<file path="src/assert_macros.svh">
// Assertion macros shared by the queue modules.
`ifndef ASSERT_MACROS_SVH
`define ASSERT_MACROS_SVH

// Property that must hold on every clock edge outside of reset.
`define BDQ_ASSERT(lbl, prop) \
  lbl: assert property (@(posedge clk_i) disable iff (!rst_ni) (prop)) \
    else $error("%m: assertion failed");

// Implication: when the antecedent holds, the consequent holds in the next cycle.
`define BDQ_ASSERT_NEXT(lbl, ante, cons) \
  lbl: assert property (@(posedge clk_i) disable iff (!rst_ni) (ante) |=> (cons)) \
    else $error("%m: assertion failed");

`endif

</file>
<file path="src/bdq_pkg.sv">
// Types, constants and index helpers for the bounded double-ended queue.
package bdq_pkg;

  localparam int unsigned DEPTH      = 16;
  localparam int unsigned DATA_WIDTH = 32;
  localparam int unsigned IDX_W      = $clog2(DEPTH);
  localparam int unsigned CNT_W      = $clog2(DEPTH + 1);
  localparam int unsigned ACT_W      = 3;
  localparam int unsigned STAT_W     = 2;
  localparam int unsigned LEN_W      = 5;
  localparam int unsigned PORT_W     = 32;

  typedef enum logic [ACT_W-1:0] {
    ACT_PUSH_FRONT = 3'd0,
    ACT_PUSH_REAR  = 3'd1,
    ACT_POP_FRONT  = 3'd2,
    ACT_POP_REAR   = 3'd3,
    ACT_CLEAR      = 3'd4
  } action_e;

  typedef enum logic [STAT_W-1:0] {
    STAT_DONE  = 2'd0,
    STAT_EMPTY = 2'd1,
    STAT_FULL  = 2'd2
  } status_e;

  // Which address the element store reads in a given cycle.
  typedef enum logic [1:0] {
    RD_POP   = 2'd0,
    RD_FRONT = 2'd1,
    RD_REAR  = 2'd2
  } rd_sel_e;

  typedef struct packed {
    logic    accept;
    logic    exec;
    rd_sel_e rd_sel;
    logic    cap_popped;
    logic    cap_front;
    logic    cap_rear;
  } cmd_t;

  function automatic logic [IDX_W-1:0] idx_next(input logic [IDX_W-1:0] i);
    logic [IDX_W-1:0] r;
    if (i == IDX_W'(DEPTH - 1)) r = '0;
    else                        r = i + IDX_W'(1);
    return r;
  endfunction

  function automatic logic [IDX_W-1:0] idx_prev(input logic [IDX_W-1:0] i);
    logic [IDX_W-1:0] r;
    if (i == '0) r = IDX_W'(DEPTH - 1);
    else         r = i - IDX_W'(1);
    return r;
  endfunction

endpackage

</file>
<file path="src/bdq_ctrl.sv">
// Sequencing state machine for the bounded double-ended queue.
`include "assert_macros.svh"

module bdq_ctrl
  import bdq_pkg::*;
(
  input  logic clk_i,
  input  logic rst_ni,
  input  logic in_valid_i,
  output logic in_stall_o,
  output logic out_valid_o,
  input  logic out_stall_i,
  output cmd_t cmd_o
);

  typedef enum logic [5:0] {
    S_IDLE = 6'b000001,
    S_EXEC = 6'b000010,
    S_RDF  = 6'b000100,
    S_RDR  = 6'b001000,
    S_FIN  = 6'b010000,
    S_OUT  = 6'b100000
  } state_e;

  state_e state_q, state_d;
  logic   accept;

  assign in_stall_o  = (state_q != S_IDLE);
  assign out_valid_o = (state_q == S_OUT);
  assign accept      = in_valid_i && (state_q == S_IDLE);

  always_comb begin
    state_d = state_q;
    case (state_q)
      S_IDLE: begin
        if (in_valid_i) state_d = S_EXEC;
      end
      S_EXEC: state_d = S_RDF;
      S_RDF:  state_d = S_RDR;
      S_RDR:  state_d = S_FIN;
      S_FIN:  state_d = S_OUT;
      S_OUT: begin
        if (!out_stall_i) state_d = S_IDLE;
      end
      default: state_d = S_IDLE;
    endcase
  end

  // The store has one read port: the popped element, then the new front,
  // then the new rear are read in turn.
  always_comb begin
    cmd_o            = '0;
    cmd_o.accept     = accept;
    cmd_o.exec       = (state_q == S_EXEC);
    cmd_o.rd_sel     = RD_POP;
    cmd_o.cap_popped = (state_q == S_RDF);
    cmd_o.cap_front  = (state_q == S_RDR);
    cmd_o.cap_rear   = (state_q == S_FIN);
    case (state_q)
      S_EXEC:  cmd_o.rd_sel = RD_POP;
      S_RDF:   cmd_o.rd_sel = RD_FRONT;
      S_RDR:   cmd_o.rd_sel = RD_REAR;
      default: cmd_o.rd_sel = RD_POP;
    endcase
  end

  always_ff @(posedge clk_i or negedge rst_ni) begin
    if (!rst_ni) begin
      state_q <= S_IDLE;
    end else begin
      state_q <= state_d;
    end
  end

  `BDQ_ASSERT(a_no_accept_while_result, out_valid_o |-> in_stall_o)
  `BDQ_ASSERT_NEXT(a_accept_starts_exec, cmd_o.accept, state_q == S_EXEC)
  `BDQ_ASSERT_NEXT(a_result_held, out_valid_o && out_stall_i, out_valid_o)

endmodule

</file>
<file path="src/bdq_datapath.sv">
// Element store, indices, count and result registers of the queue.
`include "assert_macros.svh"

module bdq_datapath
  import bdq_pkg::*;
(
  input  logic              clk_i,
  input  logic              rst_ni,
  input  cmd_t              cmd_i,
  input  logic [ACT_W-1:0]  action_i,
  input  logic [PORT_W-1:0] data_in_i,
  output logic [PORT_W-1:0] popped_value_o,
  output logic [PORT_W-1:0] front_value_o,
  output logic [PORT_W-1:0] rear_value_o,
  output logic [STAT_W-1:0] status_o,
  output logic [LEN_W-1:0]  length_o,
  output logic              is_empty_o
);

  logic [DATA_WIDTH-1:0] mem_q [DEPTH];
  logic [DATA_WIDTH-1:0] rdata_q;

  logic [ACT_W-1:0]      action_q;
  logic [DATA_WIDTH-1:0] data_q;
  logic [IDX_W-1:0]      front_idx_q, front_idx_d;
  logic [IDX_W-1:0]      rear_idx_q, rear_idx_d;
  logic [CNT_W-1:0]      cnt_q, cnt_d;
  status_e               status_q, status_d;
  logic                  pop_ok_q, pop_ok_d;
  logic [DATA_WIDTH-1:0] popped_q, front_val_q, rear_val_q;

  logic                  full, empty;
  logic                  we;
  logic [IDX_W-1:0]      waddr, raddr;

  assign full  = (cnt_q == CNT_W'(DEPTH));
  assign empty = (cnt_q == '0);

  always_comb begin
    front_idx_d = front_idx_q;
    rear_idx_d  = rear_idx_q;
    cnt_d       = cnt_q;
    status_d    = STAT_DONE;
    pop_ok_d    = 1'b0;
    we          = 1'b0;
    waddr       = rear_idx_q;
    case (action_q)
      ACT_PUSH_FRONT: begin
        if (full) begin
          status_d = STAT_FULL;
        end else begin
          front_idx_d = idx_prev(front_idx_q);
          waddr       = front_idx_d;
          we          = 1'b1;
          cnt_d       = cnt_q + CNT_W'(1);
        end
      end
      ACT_PUSH_REAR: begin
        if (full) begin
          status_d = STAT_FULL;
        end else begin
          waddr      = rear_idx_q;
          we         = 1'b1;
          rear_idx_d = idx_next(rear_idx_q);
          cnt_d      = cnt_q + CNT_W'(1);
        end
      end
      ACT_POP_FRONT: begin
        if (empty) begin
          status_d = STAT_EMPTY;
        end else begin
          pop_ok_d    = 1'b1;
          front_idx_d = idx_next(front_idx_q);
          cnt_d       = cnt_q - CNT_W'(1);
        end
      end
      ACT_POP_REAR: begin
        if (empty) begin
          status_d = STAT_EMPTY;
        end else begin
          pop_ok_d   = 1'b1;
          rear_idx_d = idx_prev(rear_idx_q);
          cnt_d      = cnt_q - CNT_W'(1);
        end
      end
      ACT_CLEAR: begin
        front_idx_d = '0;
        rear_idx_d  = '0;
        cnt_d       = '0;
      end
      default: ;
    endcase
  end

  // In the execute cycle the indices still hold their old values, so the
  // popped element sits at the old front or one below the old rear.
  always_comb begin
    case (cmd_i.rd_sel)
      RD_POP: begin
        if (action_q == ACT_POP_REAR) raddr = idx_prev(rear_idx_q);
        else                          raddr = front_idx_q;
      end
      RD_FRONT: raddr = front_idx_q;
      RD_REAR:  raddr = idx_prev(rear_idx_q);
      default:  raddr = front_idx_q;
    endcase
  end

  always_ff @(posedge clk_i) begin
    if (cmd_i.exec && we) begin
      mem_q[waddr] <= data_q;
    end
  end

  always_ff @(posedge clk_i) begin
    rdata_q <= mem_q[raddr];
  end

  always_ff @(posedge clk_i) begin
    if (cmd_i.accept) begin
      action_q <= action_i;
      data_q   <= DATA_WIDTH'(data_in_i);
    end
    if (cmd_i.cap_popped) popped_q    <= pop_ok_q ? rdata_q : '0;
    if (cmd_i.cap_front)  front_val_q <= empty ? '0 : rdata_q;
    if (cmd_i.cap_rear)   rear_val_q  <= empty ? '0 : rdata_q;
  end

  always_ff @(posedge clk_i or negedge rst_ni) begin
    if (!rst_ni) begin
      front_idx_q <= '0;
      rear_idx_q  <= '0;
      cnt_q       <= '0;
      status_q    <= STAT_DONE;
      pop_ok_q    <= 1'b0;
    end else if (cmd_i.exec) begin
      front_idx_q <= front_idx_d;
      rear_idx_q  <= rear_idx_d;
      cnt_q       <= cnt_d;
      status_q    <= status_d;
      pop_ok_q    <= pop_ok_d;
    end
  end

  assign popped_value_o = PORT_W'(popped_q);
  assign front_value_o  = PORT_W'(front_val_q);
  assign rear_value_o   = PORT_W'(rear_val_q);
  assign status_o       = status_q;
  assign length_o       = LEN_W'(cnt_q);
  assign is_empty_o     = empty;

  `BDQ_ASSERT(a_count_bounded, cnt_q <= CNT_W'(DEPTH))
  `BDQ_ASSERT_NEXT(a_full_push_keeps_count,
                   cmd_i.exec && full && (action_q == ACT_PUSH_FRONT ||
                                          action_q == ACT_PUSH_REAR),
                   $stable(cnt_q) && status_q == STAT_FULL)
  `BDQ_ASSERT_NEXT(a_empty_pop_refused,
                   cmd_i.exec && empty && (action_q == ACT_POP_FRONT ||
                                           action_q == ACT_POP_REAR),
                   cnt_q == '0 && !pop_ok_q)

endmodule

</file>
<file path="src/bounded_double_ended_queue.sv">
// Top level of the bounded double-ended queue.
// Each request carries one action (push front, push rear, pop front, pop rear,
// clear) and yields exactly one result: the popped element, the front and rear
// elements afterwards, a status, the length and an empty flag. After acceptance
// a request passes the execute, read-front, read-rear and finish states before
// its result is valid, and the result holds while it is stalled. The next
// request is accepted in the cycle after the result has been taken, so
// requests never overlap. This follows from the single read port of the
// 16-entry element store, which is read three times per request (popped
// element, new front, new rear) through a registered read.
// A push on a full queue reports status 2 and a pop on an empty queue status 1;
// neither changes the queue. No clearing pass follows reset.
module bounded_double_ended_queue
  import bdq_pkg::*;
(
  input  logic              clk_i,
  input  logic              rst_ni,
  input  logic              in_valid_i,
  output logic              in_stall_o,
  input  logic [ACT_W-1:0]  action_i,
  input  logic [PORT_W-1:0] data_in_i,
  output logic              out_valid_o,
  input  logic              out_stall_i,
  output logic [PORT_W-1:0] popped_value_o,
  output logic [PORT_W-1:0] front_value_o,
  output logic [PORT_W-1:0] rear_value_o,
  output logic [STAT_W-1:0] status_o,
  output logic [LEN_W-1:0]  length_o,
  output logic              is_empty_o
);

  cmd_t cmd;

  bdq_ctrl u_ctrl (
    .clk_i       (clk_i),
    .rst_ni      (rst_ni),
    .in_valid_i  (in_valid_i),
    .in_stall_o  (in_stall_o),
    .out_valid_o (out_valid_o),
    .out_stall_i (out_stall_i),
    .cmd_o       (cmd)
  );

  bdq_datapath u_datapath (
    .clk_i          (clk_i),
    .rst_ni         (rst_ni),
    .cmd_i          (cmd),
    .action_i       (action_i),
    .data_in_i      (data_in_i),
    .popped_value_o (popped_value_o),
    .front_value_o  (front_value_o),
    .rear_value_o   (rear_value_o),
    .status_o       (status_o),
    .length_o       (length_o),
    .is_empty_o     (is_empty_o)
  );

endmodule
</file>
<file path="config.mk">
export PLATFORM = sky130hd
export DESIGN_NAME = bounded_double_ended_queue
export DESIGN_NICKNAME = d
export VERILOG_FILES = /design/src/bdq_pkg.sv /design/src/bdq_ctrl.sv /design/src/bdq_datapath.sv /design/src/bounded_double_ended_queue.sv
export VERILOG_INCLUDE_DIRS = /design/src /design/src/src
export SDC_FILE = /design/constraint.sdc
export NUM_CORES = 1
export LEC_CHECK = 0
export BUFFER_PORTS_ARGS = -buffer_cell sky130_fd_sc_hd__buf_2
export CORE_UTILIZATION = 45
export CTS_CLUSTER_SIZE = 30
export DETAILED_ROUTE_END_ITERATION = 12
export GPL_TIMING_DRIVEN = 0
export PLACE_DENSITY_LB_ADDON = 0.2
export SETUP_SLACK_MARGIN = 0.15
export SKIP_CTS_REPAIR_TIMING = 1
export SLEW_MARGIN = 20
export SYNTH_ARGS = -nofsm -noshare
export SYNTH_HDL_FRONTEND = slang
export SYNTH_SLANG_ARGS = --single-unit
</file>
<file path="constraint.sdc">
create_clock -name clk_i -period 9.1 [get_ports clk_i]
set_input_delay 0.91 -clock clk_i [delete_from_list [all_inputs] [get_ports clk_i]]
set_output_delay 0.91 -clock clk_i [all_outputs]
set_load 0.01 [all_outputs]
</file>
==> impl_metrics.yaml, run 1 <==
setup_path:
  worstPathMaxFanout: 10
  crit_end: "u_datapath.rdata_q[24]"
  slowest_stage: "or4_1"
  r2r_start: "u_ctrl.state_q[1]"
  crit_chain: "nor4_4, a31oi_1, nor2_2, mux2i_1, buf_2, clkbuf_1, a211oi_1, or4_1"
  worst_path_largest_cell_delay_ns: 0.66
  required_ns: 9.53
  worst_setup_path_start_kind: "flop"
  startpoint: "u_ctrl.state_q[1]"
  path_class: "flop to flop"
  reg2regPathDepth: 8
  path_buf_inv: 2
  path_delay_family: "simple AND/OR/NAND/NOR gates"
  setup.worst_path.end_class: "flop"
  critPathArrivalTime_ns: 4.46
  critical_path_depth: 8
  r2r_slack_ns: 5.07
  reg2reg_to: "u_datapath.rdata_q[24]"
clocking:
  cts_tree: "done"
  root_buffer: "clkbuf_16"
  numCtsBuffers: 72
  path_clk_slew_ns: 0.06
  cts.path.max_buffers: 3
  cts.sinks: 697
  cts-htree-levels: 3
  clk_latency_ns: 0.62
sta:
  timing.hold.ws_ns: 0.277
  finClkSkew_ns: 0.0240
  tns_ns: 0
  postLayoutSetupSlackWorst_ns: 5.07
  fin_crit_sh: 0.443
  timing.fmax_mhz: 248
  slew_viol_final: 0
  setup_viol: 0
  hold_viol_final: 0
  tightestPinTransition_ns: 1.08
  slew_headroom: 0.283
  rsz0062_at_grt: "false"
  fin_crit_ns: 4.03
power:
  p_leak_uw: 0.0107
  finalPower_uw: 10100
  ir_worst_vdd_mv: 0.198
  p_per_area_nw_per_um2: 321
placement:
  dp.cells: 2544
  pre_cts_slack_ns: 5.16
  gp_congestion: 0.805
  dp_hpwl_mm: 44.7
  io_buffers: 144
yosys:
  synthArstFlopShare: 0.0316
  synth.avg_cell_area_um2: 16.7
  ys.flop_type: "edfxtp_1"
  synth-edff-count: 643
  synth-seq-area-share: 0.764
  synth_seq_cells: 697
  yosys_warnings: 0
  syn_nets: 1650
  synthCells: 1603
  yosysUniqueCellTypes: 49
  syn_area_um2: 26800
hold_path:
  min_path_type: "primary input to asynchronous set/reset pin"
die:
  rows: 89
  io_pins: 145
  die_w_um: 246
  initial_core_util: 0.455
  fp.dieArea_um2: 60600
  die_h_um: 246
  fp.coreArea_um2: 58900
routing:
  num_vias: 15165
  routedWlPerCell_um: 24.7
  dr.pass1.iters: 5
  vias_per_cell: 5.66
  wl_mm: 66.2
  drt_iter0_drc: 1505
  drc: 0
  ant_nets: 0
status:
  status: "finished clean"
grt:
  track_usage: 0.220
  grt_max_degree: 30
  grt_pass1_vias: 15083
  grt_pass1_wl_mm: 96.8
  grt_antenna_before_repair: 2
  grt_remaining_overflow: 0
final_layout:
  area_growth_pct: 17.6
  num-fill-cells: 4669
  drive_gt1_frac: 0.180
  multi_input_area_um2: 5900
  final_cells: 2677
  ff_latch_area_um2: 20500
  nets: 1892
run:
  drv_cap: 0
-- cell usage in the layout, fill, tap and decap left out, drive strengths merged, types with 24 or more instances in the layout --
master  synthesis  routed
nor2b          32      32
nand2          24      24
edfxtp        643     643
clkbuf         65     165
a211oi        258     258
mux2i         133     133
or4            34      34
nor2           34      34
dfxtp          32      32
and2           32      32
buf            46     214
and3          135     135
-- layer usage --
metal	track usage	routed length [um]	vias to the layer above
met5	0	0	-
met4	0.0674	1390	0
met3	0.0473	4720	94
met2	0.355	31400	558
met1	0.297	28600	7593
li1	-	-	6920
-- per-stage QoR --
step / cell area, um2 / utilization
2_1_floorplan: 26800 / -
3_3_place_gp: 28500 / 0.484
3_5_place_dp: 29100 / 0.495
4_1_cts: 31500 / 0.535
5_1_grt: 31500 / 0.535
6_report: 31500 / 0.535
-- power by group --
part	internal, uW	total [uW]	switching [uW]
Sequential	3900	4130	232
Clock	1760	2960	1200
Combinational	980	3030	2050
Total	6640	10100	3480
-- worst min path at each step --
stage	from	endpoint	slack (ns)
after floorplan	u_datapath.rdata_q[13]	u_datapath.popped_value_o[13]	0.50
after global placement	u_datapath.status_o[0]	u_datapath.status_o[0]	0.48
after detailed placement	u_datapath.status_o[0]	u_datapath.status_o[0]	0.48
after CTS	rst_ni	u_datapath.front_idx_q[2]	0.27
after global routing	rst_ni	u_datapath.front_idx_q[2]	0.30
final	rst_ni	u_datapath.front_idx_q[2]	0.28
-- kinds of logic (layout without fill, tap and decap cells) --
kind of cell | count (synthesis) | in the layout | share of synthesized area
AND/OR/NAND/NOR | 317 | 317 | 0.0714
multiplexers | 137 | 137 | 0.0513
AO/OA/AOI/OAI | 315 | 315 | 0.0858
adder cells (fa/ha/maj) | 8 | 8 | 0.00401
flip-flops | 697 | 697 | 0.764
other | 0 | 1 | 0
buffers and inverters | 122 | 422 | 0.0207
XOR/XNOR | 7 | 7 | 0.00229
-- synthesized netlist by cell type (11+ instances only) --
library cell    n  area share
clkbuf_1       65      0.0091
buf_2          32      0.0060
edfxtp_1      643        0.72
inv_1          11      0.0015
nor2b_1        32      0.0075
a211oi_1      258       0.072
mux2i_1       133       0.050
nor2_1         33      0.0046
and3_1        135       0.031
or4_1          34      0.0095
nand2_1        24      0.0034
and2_1         32      0.0075
dfrtp_1        21       0.020
a21oi_1        16      0.0030
dfxtp_1        32       0.024
-- final cells by class --
cell class,instances,share of cell area
antenna,1,0.0000794
sequential,697,0.650
clock buffer,100,0.0644
tap,773,0.0307
buffer,111,0.0163
multi-input combinational,784,0.187
timing repair buffer,168,0.0388
inverter,11,0.00131
clock inverter,32,0.0112
-- sequential cells by signal (all words and copies together), names as in the netlist, 2 cells and up --
signal,cells
u_datapath.rdata_q,32
u_datapath.length_o,5
u_datapath.rear_value_o,32
u_datapath.popped_value_o,32
u_datapath.mem_q,512
u_datapath.front_value_o,32
u_ctrl.state_q,6
u_datapath.rear_idx_q,4
u_datapath.action_q,3
u_datapath.data_q,32
u_datapath.status_o,2
u_datapath.front_idx_q,4
No activity file was read; power rests on OpenSTA's default activity.
==> run 2: changes to the inputs <==
==> constraint.sdc (replaced) <==
create_clock -name clk_i -period 3.71 [get_ports clk_i]
set_input_delay 0.371 -clock clk_i [delete_from_list [all_inputs] [get_ports clk_i]]
set_output_delay 0.371 -clock clk_i [all_outputs]
set_load 0.01 [all_outputs]
==> run 2 against run 1 <==
  * Clock-buffer cell count down 5
  * Routed wire length up 0.26%
  * Critical path depth up 1
  * Critical endpoint unchanged
  * Largest cell class unchanged
  * Highest routed layer unchanged
==> impl_metrics.yaml, run 2 (synthesis gave the netlist of run 1 again) <==
status:
  status: "finished clean"
run:
  drv_cap: 0
clocking:
  cts.path.max_buffers: 3
  clk_latency_ns: 0.61
  cts_tree: "done"
  numCtsBuffers: 71
  cts.sinks: 697
  path_clk_slew_ns: 0.06
  cts-htree-levels: 3
  root_buffer: "clkbuf_16"
sta:
  slew_headroom: 0.427
  postLayoutSetupSlackWorst_ns: 0.195
  fin_crit_sh: 0.947
  slew_viol_final: 0
  finClkSkew_ns: 0.0236
  timing.fmax_mhz: 285
  hold_viol_final: 0
  rsz0062_at_grt: "true"
  tightestPinTransition_ns: 0.859
  tns_ns: 0
  setup_viol: 0
  fin_crit_ns: 3.51
grt:
  grt_remaining_overflow: 0
  grt_pass1_wl_mm: 97.3
  track_usage: 0.220
  grt_pass1_vias: 15151
  grt_antenna_before_repair: 2
  grt_max_degree: 29
setup_path:
  setup.worst_path.end_class: "flop"
  required_ns: 4.14
  critPathArrivalTime_ns: 3.94
  path_class: "flop to flop"
  crit_chain: "nor4_4, a31oi_2, o21ai_1, nand2_2, clkbuf_4, clkbuf_2, a211oi_1, a211oi_1, or4_1"
  worstPathMaxFanout: 10
  worst_path_largest_cell_delay_ns: 0.68
  slowest_stage: "or4_1"
  cpMostUsedCell: "a211oi_1"
  worst_setup_path_start_kind: "flop"
routing:
  dr.pass1.iters: 5
  vias_per_cell: 5.68
  routedWlPerCell_um: 24.5
  wl_mm: 66.3
  num_vias: 15405
  drt_iter0_drc: 1245
  ant_nets: 0
  drc: 0
final_layout:
  largest_register_ffs: 512
  drive_gt1_frac: 0.197
  most-common-layout-cells: "edfxtp_1 (643), a211oi_1 (257), buf_2 (161)"
  regMostFlops: "u_datapath.mem_q"
  final_common_cell: "edfxtp_1"
  area_growth_pct: 19.2
  nets: 1928
  n_antenna_cell: 0
die:
  die_h_um: 246
  initial_core_util: 0.455
  fp.coreArea_um2: 58900
  rows: 89
  fp.dieArea_um2: 60600
  io_pins: 145
  die_w_um: 246
placement:
  gp_congestion: 0.822
  pre_cts_slack_ns: -0.194
  io_buffers: 144
  dp_hpwl_mm: 44.8
power:
  ir_worst_vdd_mv: 0.568
  p_per_area_nw_per_um2: 777
  p_leak_uw: 0.0109
  finalPower_uw: 24800
hold_path:
  min_path_type: "primary input to asynchronous set/reset pin"
==> run 2: final cells by class <==
| cell class | count | area, um2 |
|---|---|---|
| flip-flops and latches | 697 | 20500 |
| inverters | 11 | 41.3 |
| well taps | 773 | 967 |
| fillers | 4642 | 26900 |
| plain buffers | 111 | 599 |
| repair buffers | 205 | 1620 |
| multi-input cells | 784 | 5950 |
| clock buffers | 95 | 1970 |
| clock inverters | 35 | 328 |
==> run 2: worst max-delay path: cells and delay by family (launching register included) <==
family	cells	cell delay, ns
DFF	1	0.43
and+or+nand+nor	3	1.29
AOI/OAI and AO/OA	4	1.07
buffers and inverters	2	0.53
==> run 2: final timing paths <==
check / startpoint / endpoint / slack (ns) / cells after the start
worst max-delay path: u_ctrl.state_q[1] / u_datapath.rdata_q[24] / 0.20 / 9
worst min-delay path: rst_ni / u_datapath.length_o[1] / 0.29 / 2
worst max register to register: u_ctrl.state_q[1] / u_datapath.rdata_q[24] / 0.20 / 9
worst min register to register: u_datapath.status_o[0] / u_datapath.status_o[0] / 0.47 / 2
max in group asynchronous: rst_ni / u_ctrl.state_q[0] / 3.04 / 2
min in group clk_i: data_in_i[15] / u_datapath.data_q[15] / 0.46 / 2
==> run 2: where the power goes <==
group          internal (uW)  total [uW]  switching (uW)
Combinational           2580        7670            5090
Clock                   4090        7020            2930
Sequential              9570       10200             584
==> run 2: routing by layer <==
metal / track usage / part of all wire / up-vias / wire (um)
met5: 0 / 0 / - / 0
met4: 0.0674 / 0.018 / 0 / 1170
met3: 0.0370 / 0.064 / 78 / 4220
met2: 0.360 / 0.48 / 547 / 32200
met1: 0.300 / 0.43 / 7799 / 28800
li1: - / - / 6981 / -
==> run 2: metrics by stage <==
step / std cells / cell area (um2) / util / hold WS (ns)
3_3_place_gp: 2520 / 28500 / 0.484 / 0.374
3_5_place_dp: 2543 / 29200 / 0.495 / 0.391
4_1_cts: 2673 / 31500 / 0.534 / -0.254
2_1_floorplan: 1603 / 26800 / - / 0.0754
6_report: 2711 / 32000 / 0.543 / 0.295
5_1_grt: 2711 / 32000 / 0.543 / 0.347
